<file path="src/design/led_pixel_spi_encoder_core_assert.svh">
// ----------------------------------------------------------------------------
// led pixel spi encoder assertion macros
// shared assertion forms for the encoder modules
// ----------------------------------------------------------------------------
`ifndef LED_PIXEL_SPI_ENCODER_CORE_ASSERT_SVH
`define LED_PIXEL_SPI_ENCODER_CORE_ASSERT_SVH

// same-cycle implication, sampled on clk, off while in reset
`define LPSE_ASSERT_SAME(label, ante, cons) \
    label: assert property (@(posedge clk) disable iff (!rst_n) (ante) |-> (cons)) \
        else $error("lpse check failed");

// next-cycle implication, sampled on clk, off while in reset
`define LPSE_ASSERT_NEXT(label, ante, cons) \
    label: assert property (@(posedge clk) disable iff (!rst_n) (ante) |=> (cons)) \
        else $error("lpse check failed");

`endif

</file>
<file path="src/design/lpse_pkg.sv">
`timescale 1ns / 1ps
// ----------------------------------------------------------------------------
// lpse package
// shared types, constants and the scaling helper of the pixel encoder
// ----------------------------------------------------------------------------
package lpse_pkg;

    localparam int BITS_PER_PIXEL   = 24;
    localparam int BYTES_PER_SYMBOL = 3;
    localparam int RESET_BYTES      = 120;
    localparam int RESET_WORDS      = RESET_BYTES / BYTES_PER_SYMBOL;
    localparam int CNT_W            = $clog2(RESET_WORDS);
    localparam int JOB_FIFO_DEPTH   = 2;

    localparam logic [23:0] SYM_ONE_WORD  = 24'hF8F8F8;
    localparam logic [23:0] SYM_ZERO_WORD = 24'h808080;

    // apb register map
    localparam int          APB_ADDR_W          = 2;
    localparam logic [1:0]  REG_BRIGHTNESS_ADDR = 2'd0;
    localparam logic [7:0]  BRIGHTNESS_RESET    = 8'd255;

    // one scaled pixel handed from front to back
    typedef struct packed {
        logic [23:0] grb;
        logic        last;
    } job_t;

    // floor(p / 255) for any p below 65280 (so any 8-bit by 8-bit product), by reciprocal with correction
    function automatic logic [7:0] div255(input logic [15:0] p);
        logic [16:0] t;
        t = 17'(p) + 17'(p[15:8]) + 17'd1;
        return t[15:8];
    endfunction

endpackage

</file>
<file path="src/design/lpse_ifs.sv">
`timescale 1ns / 1ps
// ----------------------------------------------------------------------------
// lpse stream interfaces
// pixel request channel and spi word request channel
// ----------------------------------------------------------------------------
interface lpse_pix_if;
    logic       valid;
    logic       ready;
    logic [7:0] red;
    logic [7:0] green;
    logic [7:0] blue;

    modport source (output valid, output red, output green, output blue, input ready);
    modport sink   (input valid, input red, input green, input blue, output ready);
endinterface

interface lpse_word_if;
    logic        valid;
    logic        ready;
    logic [23:0] spi_word;
    logic        is_reset;
    logic        frame_end;

    modport source (output valid, output spi_word, output is_reset, output frame_end,
                    input ready);
    modport sink   (input valid, input spi_word, input is_reset, input frame_end,
                    output ready);
endinterface

</file>
<file path="src/design/led_pixel_spi_encoder_core.sv">
`timescale 1ns / 1ps
// ----------------------------------------------------------------------------
// led pixel spi encoder core
// turns rgb pixels into ws2812-style spi symbol words with a frame reset pulse
// ----------------------------------------------------------------------------
// each pixel request is scaled by the brightness register (floor(c*b/255)),
// packed green-red-blue and sent msb first as 24 spi words, one per cycle:
// while the word output is ready: 0xf8f8f8 for a one bit and 0x808080 for
// a zero bit. the last pixel of a frame of PIXELS pixels is followed by 40
// zero words (120 spi bytes of low reset pulse) flagged is_reset, the final
// one also flagged frame_end. throughput is set by the back-end serialiser,
// which emits one word per cycle unless the word output stalls it; a pixel
// holds it for its 24 words, the last pixel of a frame also for the reset
// pulse. the front end scales with a registered multiply, then a divide by
// 255 with a reciprocal, and a two-entry queue lets it take the next pixels
// while the serialiser is still busy, so a steady pixel stream keeps the
// output valid every cycle. with an idle queue the first word request is
// offered after the pixel request passes the product register, the queue,
// the serialiser load and the output register. brightness is written over
// apb at byte address 0 and must only change while the block is idle.
// ----------------------------------------------------------------------------
module led_pixel_spi_encoder_core #(
    parameter int PIXELS = 16
) (
    input  logic                            clk,
    input  logic                            rst_n,
    // apb configuration port
    input  logic                            psel,
    input  logic                            penable,
    input  logic                            pwrite,
    input  logic [lpse_pkg::APB_ADDR_W-1:0] paddr,
    input  logic [31:0]                     pwdata,
    output logic [31:0]                     prdata,
    output logic                            pready,
    // pixel requests in, spi word requests out
    lpse_pix_if.sink                        pix,
    lpse_word_if.source                     word
);
    import lpse_pkg::*;

    logic [7:0] brightness_reg;
    logic       cfg_write;
    job_t       front_job;
    logic       front_valid;
    logic       front_ready;
    job_t       back_job;
    logic       back_valid;
    logic       back_ready;

    // ------------------------------------------------------------------------
    // configuration: one register, writes elsewhere are dropped
    // ------------------------------------------------------------------------
    assign pready    = 1'b1;
    assign cfg_write = psel && penable && pwrite && pready;

    always_ff @(posedge clk or negedge rst_n) begin
        if (!rst_n) begin
            brightness_reg <= BRIGHTNESS_RESET;
        end else if (cfg_write && (paddr == REG_BRIGHTNESS_ADDR)) begin
            brightness_reg <= pwdata[7:0];
        end
    end

    assign prdata = (paddr == REG_BRIGHTNESS_ADDR) ? {24'd0, brightness_reg} : 32'd0;

    // ------------------------------------------------------------------------
    // front end: accept, scale, mark the last pixel of the frame
    // ------------------------------------------------------------------------
    lpse_front #(
        .PIXELS (PIXELS)
    ) u_front (
        .clk        (clk),
        .rst_n      (rst_n),
        .brightness (brightness_reg),
        .pix        (pix),
        .job        (front_job),
        .job_valid  (front_valid),
        .job_ready  (front_ready)
    );

    // ------------------------------------------------------------------------
    // queue decoupling the two halves
    // ------------------------------------------------------------------------
    lpse_fifo u_fifo (
        .clk       (clk),
        .rst_n     (rst_n),
        .in_job    (front_job),
        .in_valid  (front_valid),
        .in_ready  (front_ready),
        .out_job   (back_job),
        .out_valid (back_valid),
        .out_ready (back_ready)
    );

    // ------------------------------------------------------------------------
    // back end: bit serialiser and reset pulse generator
    // ------------------------------------------------------------------------
    lpse_back u_back (
        .clk       (clk),
        .rst_n     (rst_n),
        .job       (back_job),
        .job_valid (back_valid),
        .job_ready (back_ready),
        .word      (word)
    );

endmodule

</file>
<file path="src/design/lpse_front.sv">
`timescale 1ns / 1ps
// ----------------------------------------------------------------------------
// lpse front end
// accepts pixels, scales channels, tracks frame position
// ----------------------------------------------------------------------------
module lpse_front #(
    parameter int PIXELS = 16
) (
    input  logic           clk,
    input  logic           rst_n,
    input  logic [7:0]     brightness,
    lpse_pix_if.sink       pix,
    output lpse_pkg::job_t job,
    output logic           job_valid,
    input  logic           job_ready
);
    import lpse_pkg::*;

    localparam int POS_W = (PIXELS > 1) ? $clog2(PIXELS) : 1;
    localparam logic [POS_W-1:0] POS_LAST = POS_W'(PIXELS - 1);

    logic [POS_W-1:0] pos_reg;
    logic             s1_valid_reg;
    logic             s1_last_reg;
    logic [15:0]      prod_r_reg;
    logic [15:0]      prod_g_reg;
    logic [15:0]      prod_b_reg;
    logic             accept;
    logic             is_last;

    assign pix.ready = !s1_valid_reg || job_ready;
    assign accept    = pix.valid && pix.ready;
    // out of range counts as last too
    assign is_last   = (pos_reg >= POS_LAST);

    always_ff @(posedge clk or negedge rst_n) begin
        if (!rst_n) begin
            pos_reg      <= '0;
            s1_valid_reg <= 1'b0;
            s1_last_reg  <= 1'b0;
            prod_r_reg   <= '0;
            prod_g_reg   <= '0;
            prod_b_reg   <= '0;
        end else if (accept) begin
            s1_valid_reg <= 1'b1;
            s1_last_reg  <= is_last;
            prod_r_reg   <= 16'(pix.red)   * 16'(brightness);
            prod_g_reg   <= 16'(pix.green) * 16'(brightness);
            prod_b_reg   <= 16'(pix.blue)  * 16'(brightness);
            pos_reg      <= is_last ? '0 : pos_reg + POS_W'(1);
        end else if (job_ready) begin
            s1_valid_reg <= 1'b0;
        end
    end

    // grb packing after the divide by full scale
    assign job_valid = s1_valid_reg;
    assign job.grb   = {div255(prod_g_reg), div255(prod_r_reg), div255(prod_b_reg)};
    assign job.last  = s1_last_reg;

endmodule

</file>
<file path="src/design/lpse_fifo.sv">
`timescale 1ns / 1ps
// ----------------------------------------------------------------------------
// lpse job queue
// short queue between front and back ends
// ----------------------------------------------------------------------------
`include "led_pixel_spi_encoder_core_assert.svh"

module lpse_fifo (
    input  logic           clk,
    input  logic           rst_n,
    input  lpse_pkg::job_t in_job,
    input  logic           in_valid,
    output logic           in_ready,
    output lpse_pkg::job_t out_job,
    output logic           out_valid,
    input  logic           out_ready
);
    import lpse_pkg::*;

    localparam int PTR_W = $clog2(JOB_FIFO_DEPTH);
    localparam int CNT_FW = $clog2(JOB_FIFO_DEPTH + 1);
    localparam logic [CNT_FW-1:0] FULL = CNT_FW'(JOB_FIFO_DEPTH);

    job_t              mem_reg [JOB_FIFO_DEPTH];
    logic [PTR_W-1:0]  wr_ptr_reg;
    logic [PTR_W-1:0]  rd_ptr_reg;
    logic [CNT_FW-1:0] count_reg;
    logic              push;
    logic              pop;

    assign in_ready  = (count_reg != FULL);
    assign out_valid = (count_reg != '0);
    assign push      = in_valid && in_ready;
    assign pop       = out_valid && out_ready;
    assign out_job   = mem_reg[rd_ptr_reg];

    always_ff @(posedge clk) begin
        if (push) begin
            mem_reg[wr_ptr_reg] <= in_job;
        end
    end

    always_ff @(posedge clk or negedge rst_n) begin
        if (!rst_n) begin
            wr_ptr_reg <= '0;
            rd_ptr_reg <= '0;
            count_reg  <= '0;
        end else begin
            if (push) begin
                wr_ptr_reg <= wr_ptr_reg + PTR_W'(1);
            end
            if (pop) begin
                rd_ptr_reg <= rd_ptr_reg + PTR_W'(1);
            end
            if (push && !pop) begin
                count_reg <= count_reg + CNT_FW'(1);
            end else if (pop && !push) begin
                count_reg <= count_reg - CNT_FW'(1);
            end
        end
    end

    `LPSE_ASSERT_SAME(a_count_bound, 1'b1, count_reg <= FULL)
    `LPSE_ASSERT_NEXT(a_fill_step, push && !pop, count_reg == $past(count_reg) + CNT_FW'(1))
    `LPSE_ASSERT_NEXT(a_drain_step, pop && !push, count_reg == $past(count_reg) - CNT_FW'(1))

endmodule

</file>
<file path="src/design/lpse_back.sv">
`timescale 1ns / 1ps
// ----------------------------------------------------------------------------
// lpse back end
// serialises a pixel into spi words and appends the frame reset pulse
// ----------------------------------------------------------------------------
`include "led_pixel_spi_encoder_core_assert.svh"

module lpse_back (
    input  logic           clk,
    input  logic           rst_n,
    input  lpse_pkg::job_t job,
    input  logic           job_valid,
    output logic           job_ready,
    lpse_word_if.source    word
);
    import lpse_pkg::*;

    typedef enum logic [1:0] {
        ST_IDLE,
        ST_DATA,
        ST_RESET
    } state_t;

    localparam logic [CNT_W-1:0] DATA_LAST  = CNT_W'(BITS_PER_PIXEL - 1);
    localparam logic [CNT_W-1:0] RESET_LAST = CNT_W'(RESET_WORDS - 1);

    state_t            state_reg,     state_next;
    logic [CNT_W-1:0]  cnt_reg,       cnt_next;
    logic [23:0]       shift_reg,     shift_next;
    logic              last_reg,      last_next;
    logic              out_valid_reg, out_valid_next;
    logic [23:0]       spi_word_reg,  spi_word_next;
    logic              is_reset_reg,  is_reset_next;
    logic              frame_end_reg, frame_end_next;
    logic              can_emit;
    logic              finishing;
    logic              load;

    assign can_emit  = !out_valid_reg || word.ready;
    assign finishing = ((state_reg == ST_DATA) && (cnt_reg == DATA_LAST) && !last_reg)
                    || ((state_reg == ST_RESET) && (cnt_reg == RESET_LAST));
    assign load      = job_valid && ((state_reg == ST_IDLE) || (can_emit && finishing));
    assign job_ready = load;

    always_comb begin
        state_next     = state_reg;
        cnt_next       = cnt_reg;
        shift_next     = shift_reg;
        last_next      = last_reg;
        out_valid_next = out_valid_reg && !word.ready;
        spi_word_next  = spi_word_reg;
        is_reset_next  = is_reset_reg;
        frame_end_next = frame_end_reg;

        unique case (state_reg)
            ST_IDLE: begin
            end
            ST_DATA: begin
                if (can_emit) begin
                    out_valid_next = 1'b1;
                    spi_word_next  = shift_reg[23] ? SYM_ONE_WORD : SYM_ZERO_WORD;
                    is_reset_next  = 1'b0;
                    frame_end_next = 1'b0;
                    shift_next     = {shift_reg[22:0], 1'b0};
                    cnt_next       = cnt_reg + CNT_W'(1);
                    if (cnt_reg == DATA_LAST) begin
                        cnt_next   = '0;
                        state_next = last_reg ? ST_RESET : ST_IDLE;
                    end
                end
            end
            ST_RESET: begin
                if (can_emit) begin
                    out_valid_next = 1'b1;
                    spi_word_next  = '0;
                    is_reset_next  = 1'b1;
                    frame_end_next = (cnt_reg == RESET_LAST);
                    cnt_next       = cnt_reg + CNT_W'(1);
                    if (cnt_reg == RESET_LAST) begin
                        cnt_next   = '0;
                        state_next = ST_IDLE;
                    end
                end
            end
            default: begin
                state_next = ST_IDLE;
            end
        endcase

        // next pixel picked up in the same cycle as the final word, or in the idle state
        if (load) begin
            state_next = ST_DATA;
            shift_next = job.grb;
            last_next  = job.last;
            cnt_next   = '0;
        end
    end

    always_ff @(posedge clk or negedge rst_n) begin
        if (!rst_n) begin
            state_reg     <= ST_IDLE;
            cnt_reg       <= '0;
            shift_reg     <= '0;
            last_reg      <= 1'b0;
            out_valid_reg <= 1'b0;
            spi_word_reg  <= '0;
            is_reset_reg  <= 1'b0;
            frame_end_reg <= 1'b0;
        end else begin
            state_reg     <= state_next;
            cnt_reg       <= cnt_next;
            shift_reg     <= shift_next;
            last_reg      <= last_next;
            out_valid_reg <= out_valid_next;
            spi_word_reg  <= spi_word_next;
            is_reset_reg  <= is_reset_next;
            frame_end_reg <= frame_end_next;
        end
    end

    assign word.valid     = out_valid_reg;
    assign word.spi_word  = spi_word_reg;
    assign word.is_reset  = is_reset_reg;
    assign word.frame_end = frame_end_reg;

    `LPSE_ASSERT_SAME(a_end_in_pulse, out_valid_reg && frame_end_reg, is_reset_reg)
    `LPSE_ASSERT_SAME(a_pulse_low, out_valid_reg && is_reset_reg, spi_word_reg == '0)
    `LPSE_ASSERT_SAME(a_pulse_after_last, state_reg == ST_RESET, last_reg)

endmodule
</file>
<file path="src/flat_wrapper.sv">
// flat-port wrapper written by rule: the top's interface ports become plain ports
module led_pixel_spi_encoder_core_flat import lpse_pkg::*;
#(
    parameter int PIXELS = 16
)
  (clk, rst_n, psel, penable, pwrite, paddr, pwdata, prdata, pready, pix_valid, pix_red, pix_green, pix_blue, pix_ready, word_valid, word_spi_word, word_is_reset, word_frame_end, word_ready);
  lpse_pix_if pix_i ();
  lpse_word_if word_i ();
  input  logic clk;
  input  logic rst_n;
  input  logic psel;
  input  logic penable;
  input  logic pwrite;
  input  logic [lpse_pkg::APB_ADDR_W-1:0] paddr;
  input  logic [31:0] pwdata;
  output logic [31:0] prdata;
  output logic pready;
  input wire logic [$bits(pix_i.valid)-1:0] pix_valid;
  input wire logic [$bits(pix_i.red)-1:0] pix_red;
  input wire logic [$bits(pix_i.green)-1:0] pix_green;
  input wire logic [$bits(pix_i.blue)-1:0] pix_blue;
  output wire logic [$bits(pix_i.ready)-1:0] pix_ready;
  output wire logic [$bits(word_i.valid)-1:0] word_valid;
  output wire logic [$bits(word_i.spi_word)-1:0] word_spi_word;
  output wire logic [$bits(word_i.is_reset)-1:0] word_is_reset;
  output wire logic [$bits(word_i.frame_end)-1:0] word_frame_end;
  input wire logic [$bits(word_i.ready)-1:0] word_ready;
  assign pix_i.valid = pix_valid;
  assign pix_i.red = pix_red;
  assign pix_i.green = pix_green;
  assign pix_i.blue = pix_blue;
  assign pix_ready = pix_i.ready;
  assign word_valid = word_i.valid;
  assign word_spi_word = word_i.spi_word;
  assign word_is_reset = word_i.is_reset;
  assign word_frame_end = word_i.frame_end;
  assign word_i.ready = word_ready;
  led_pixel_spi_encoder_core #(.PIXELS(PIXELS)) u_core (.clk(clk), .rst_n(rst_n), .psel(psel), .penable(penable), .pwrite(pwrite), .paddr(paddr), .pwdata(pwdata), .prdata(prdata), .pready(pready), .pix(pix_i), .word(word_i));
endmodule
</file>
<file path="config.mk">
export PLATFORM = sky130hd
export DESIGN_NAME = led_pixel_spi_encoder_core_flat
export DESIGN_NICKNAME = d
export VERILOG_FILES = /design/src/design/lpse_pkg.sv /design/src/design/lpse_ifs.sv /design/src/design/led_pixel_spi_encoder_core.sv /design/src/design/lpse_front.sv /design/src/design/lpse_fifo.sv /design/src/design/lpse_back.sv /design/src/flat_wrapper.sv
export VERILOG_INCLUDE_DIRS = /design/src /design/src/design
export SDC_FILE = /design/constraint.sdc
export NUM_CORES = 1
export LEC_CHECK = 0
export BUFFER_PORTS_ARGS = -buffer_cell sky130_fd_sc_hd__clkbuf_2
export CAP_MARGIN = 20
export CORE_MARGIN = 2
export CORE_UTILIZATION = 61
export CTS_CLUSTER_DIAMETER = 100
export DETAILED_ROUTE_END_ITERATION = 7
export GPL_TIMING_DRIVEN = 0
export PLACE_DENSITY = 0.9
export SLEW_MARGIN = 10
export SYNTH_ARGS = -nofsm -noshare
export SYNTH_HDL_FRONTEND = slang
export SYNTH_SLANG_ARGS = --single-unit
</file>
<file path="constraint.sdc">
create_clock -name clk -period 5.5 [get_ports clk]
set_input_delay 0.275 -clock clk [delete_from_list [all_inputs] [get_ports clk]]
set_output_delay 0.275 -clock clk [all_outputs]
set_load 0.005 [all_outputs]
</file>
==> impl_metrics.py <==
metrics = {
    "floorplanning": {
        "die_width_um": 153,
        "height_of_the_die_um": 153,
        "die_area_sq_um": 23400,
        "start_util": 0.620,
        "row_count": 54,
        "placeableCoreArea_sq_um": 21800,
        "boundaryPins": 126,
    },
    "pwr": {
        "p_int_mw": 4.74,
        "totalPowerFinal_mw": 8.80,
        "switching_share": 0.462,
        "max-vdd-ir-drop_mv": 0.313,
        "power.sequential.fraction": 0.244,
        "power.switching_mw": 4.07,
        "clock_power_share": 0.124,
        "power_density_nw_per_um2": 590,
        "p_leak_nw": 7.39,
        "p_comb_frac": 0.631,
    },
    "timing": {
        "finalSetupTns_ns": 0,
        "final_hold_viol_count": 0,
        "hold_ws_ns": 0.0719,
        "clock_period_minus_final_worst_setup_slack_ns": 5.23,
        "fin_skew_ns": 0.0202,
        "fmax_mhz": 191,
        "tightest_slew_ns": 0.835,
        "timing.max_slew.rel_slack": 0.443,
        "grt_setup_unrepaired": "no",
        "drv_slew": 0,
        "worst_slack_ns": 0.270,
        "min_period_over_period": 0.951,
        "finalSetupViolCount": 0,
    },
    "cells_and_area": {
        "final_std_cell_area_no_fill_sq_um": 14900,
        "area_of_combinational_cells_with_multiple_inputs_sq_um": 8410,
        "fillCellCount": 1579,
        "layout-drive-gt1-share": 0.122,
        "most-common-layout-cells": "sky130_fd_sc_hd__nand2_1, sky130_fd_sc_hd__inv_1, sky130_fd_sc_hd__and2_1",
        "synthToLayoutAreaGrowth_pct": 10.3,
        "num-nets-final": 1805,
        "register_area_sq_um": 4110,
        "diodes": 0,
        "layout_commonest_cell": "sky130_fd_sc_hd__nand2_1",
        "largest_register_ffs": 50,
    },
    "routing": {
        "drt_first_pass_iters": 5,
        "drtAntennaViolNets": 0,
        "route.final.wire_length_um": 30000,
        "drt-wirelength-per-cell_um": 16.8,
        "drc": 0,
        "vias_per_cell": 5.67,
        "first_iter_violations": 555,
        "num_vias": 10158,
    },
    "critical_path": {
        "worstSetupStartpointType": "flop",
        "critical-path-max-stage-delay_ns": 0.66,
        "top_fanout_value_on_the_critical_path": 10,
        "cp.required_ns": 5.79,
        "path_common_cell": "sky130_fd_sc_hd__fa_1",
        "critical_path.cell_chain": "clkbuf_1 > nand2_1 > fa_1 > fa_1 > fa_1 > fa_1 > inv_1 > ha_1 > o21a_2 > o31a_1 > o31a_1 > a2111oi_4 > xnor2_1 > o21ai_2",
        "cp.buffers_inverters": 2,
        "critical_path.top_delay_family": "adder cells",
        "end_kind": "flop",
        "worst_ep_arrival_time_ns": 5.52,
        "criticalPathCategory": "reg -> reg",
        "cell_with_the_largest_stage_delay_on_the_worst_path": "sky130_fd_sc_hd__dfstp_2",
    },
    "cts": {
        "buffers_inserted_during_post_cts_setup_optimization": 0,
        "clk_root_buffer_cell": "sky130_fd_sc_hd__clkbuf_16",
        "clock_tree.htree_level_count": 4,
        "clock_latency_ns": 0.43,
        "clk_pin_slew_worst_paths_ns": 0.08,
        "postCtsResizedCells": 0,
        "post_cts_hold_buffer_count": 1,
        "cts_num_sinks": 154,
        "numCtsBuffers": 17,
        "tritoncts_clock_tree": "done",
        "cts_buffer_depth": 2,
    },
    "logic_synthesis": {
        "yosys_warnings": 0,
        "post_syn_area_sq_um": 13500,
        "asyncSetResetFlopFracSynth": 0.675,
        "syn_avg_cell_area_sq_um": 9.84,
        "synth.distinct_cells": 63,
        "ys_seq_elements": 154,
        "synth_sequential_area_ratio": 0.304,
        "synth_edf_count": 50,
        "synth_ff_type": "sky130_fd_sc_hd__dfrtp_1",
        "gate_count_after_technology_mapping": 1376,
    },
    "placement": {
        "place_congestion": 0.911,
        "detailedPlace.worstSlack_ns": 0.408,
        "post-dp-hpwl_um": 22800,
        "dpl_cell_area_sq_um": 14400,
        "port-buffer-count": 67,
    },
    "global_route": {
        "grt_start_max_net_pins": 105,
        "grt.total_usage": 0.265,
        "grt_overflow_total": 0,
        "grt_met2_usage": 0.474,
        "busiest_layer": "met2",
        "grt_first_pass_wirelength_um": 50400,
        "antenna_found_initial": 0,
        "groute.layer.met3.usage": 0.0437,
        "grt_util_met1": 0.319,
        "grt_pass1_vias": 10615,
    },
    "min_path": {
        "hold_path_class": "in -> reg",
    },
    "run_status": {
        "run_status": "completed",
    },
    "job": {
        "drv.max_cap_violation_count": 0,
    },
}
[routing by layer]
metal  part of all wire  routed length, um
met5                  0                  0
met4              0.029                881
met3              0.061               1820
met2               0.51              15500
met1               0.40              11900
[metrics by stage]
stage           util  std cells
6_report       0.684       1790
5_1_grt        0.684       1790
4_1_cts        0.684       1789
3_5_place_dp   0.658       1756
3_3_place_gp   0.657       1755
2_1_floorplan      -       1408
[cell usage after synthesis, drive strengths merged, types with 4 or more instances]
master / number / area [sq um]
ha: 135 / 1690
nand2b: 8 / 50.1
nor2b: 9 / 63.8
nor2: 29 / 109
clkbuf: 39 / 146
and3: 32 / 200
dfrtp: 96 / 2400
a21oi: 49 / 245
o21a: 11 / 83.8
nand3: 18 / 90.1
xnor2: 36 / 315
dfstp: 8 / 210
a211oi: 34 / 255
nand3b: 4 / 30.0
mux2i: 26 / 260
o31ai: 6 / 55.1
o21ai: 58 / 298
edfxtp: 50 / 1500
mux2: 9 / 101
buf: 54 / 395
a21o: 12 / 90.1
nand2: 160 / 603
nand4: 5 / 31.3
fa: 108 / 2160
a31oi: 5 / 31.3
and2: 143 / 895
xor2: 23 / 201
inv: 159 / 597
nor3: 8 / 45.0
[cell type report]
type	count	share of cell area
buffer	93	0.0363
timing repair buffer	70	0.0257
clock buffer	18	0.0287
multi-input combinational	1002	0.563
inverter	159	0.0400
clock inverter	14	0.00762
tap	280	0.0235
sequential	154	0.275
[power by group through the flow]
| stage | Sequential [mW] | Combinational (mW) | Clock [mW] |
|---|---|---|---|
| finish | 2.15 | 5.56 | 1.09 |
| CTS | 2.14 | 5.50 | 1.10 |
| global route | 2.20 | 6.25 | 1.15 |
| detailed placement | 2.15 | 5.39 | 0 |
| global placement | 2.12 | 5.06 | 0 |
| floorplan | 2.03 | 4.14 | 0 |
[worst reg2reg max path, cell delays in order (launching register included)]
cell and delay [ns]:
sky130_fd_sc_hd__dfstp_2 0.66, sky130_fd_sc_hd__clkbuf_1 0.47, sky130_fd_sc_hd__nand2_1 0.19, sky130_fd_sc_hd__fa_1 0.60
sky130_fd_sc_hd__fa_1 0.46, sky130_fd_sc_hd__fa_1 0.53, sky130_fd_sc_hd__fa_1 0.57, sky130_fd_sc_hd__inv_1 0.06
sky130_fd_sc_hd__ha_1 0.33, sky130_fd_sc_hd__o21a_2 0.13, sky130_fd_sc_hd__o31a_1 0.13, sky130_fd_sc_hd__o31a_1 0.31
sky130_fd_sc_hd__a2111oi_4 0.38, sky130_fd_sc_hd__xnor2_1 0.22, sky130_fd_sc_hd__o21ai_2 0.07
[cells by family (layout without fill, tap and decap cells)]
kind of cell	after synthesis	in the layout	share of synthesized area
compound gates	205	205	0.0989
xor+xnor	59	59	0.0382
fa+ha+maj	243	243	0.285
buf+inv	252	354	0.0841
flops	154	154	0.304
mux	35	35	0.0267
other cells	2	34	0.000555
simple gates	426	426	0.163
[worst paths after layout]
check | start | endpoint | slack, ns | depth (start not counted)
min in group asynchronous | rst_n | u_core.u_back.word.valid | 0.50 | 2
setup / recovery | u_core.brightness_reg[4] | u_core.u_front.prod_b_reg[15] | 0.27 | 14
max in group asynchronous | rst_n | u_core.u_front.prod_r_reg[8] | 4.40 | 2
setup reg to reg | u_core.brightness_reg[4] | u_core.u_front.prod_b_reg[15] | 0.27 | 14
hold reg to reg | u_core.u_front.prod_r_reg[0] | u_core.u_front.prod_r_reg[0] | 0.49 | 2
hold / removal | pwdata[7] | u_core.brightness_reg[7] | 0.07 | 2
Power figures use the tool's default switching activity.
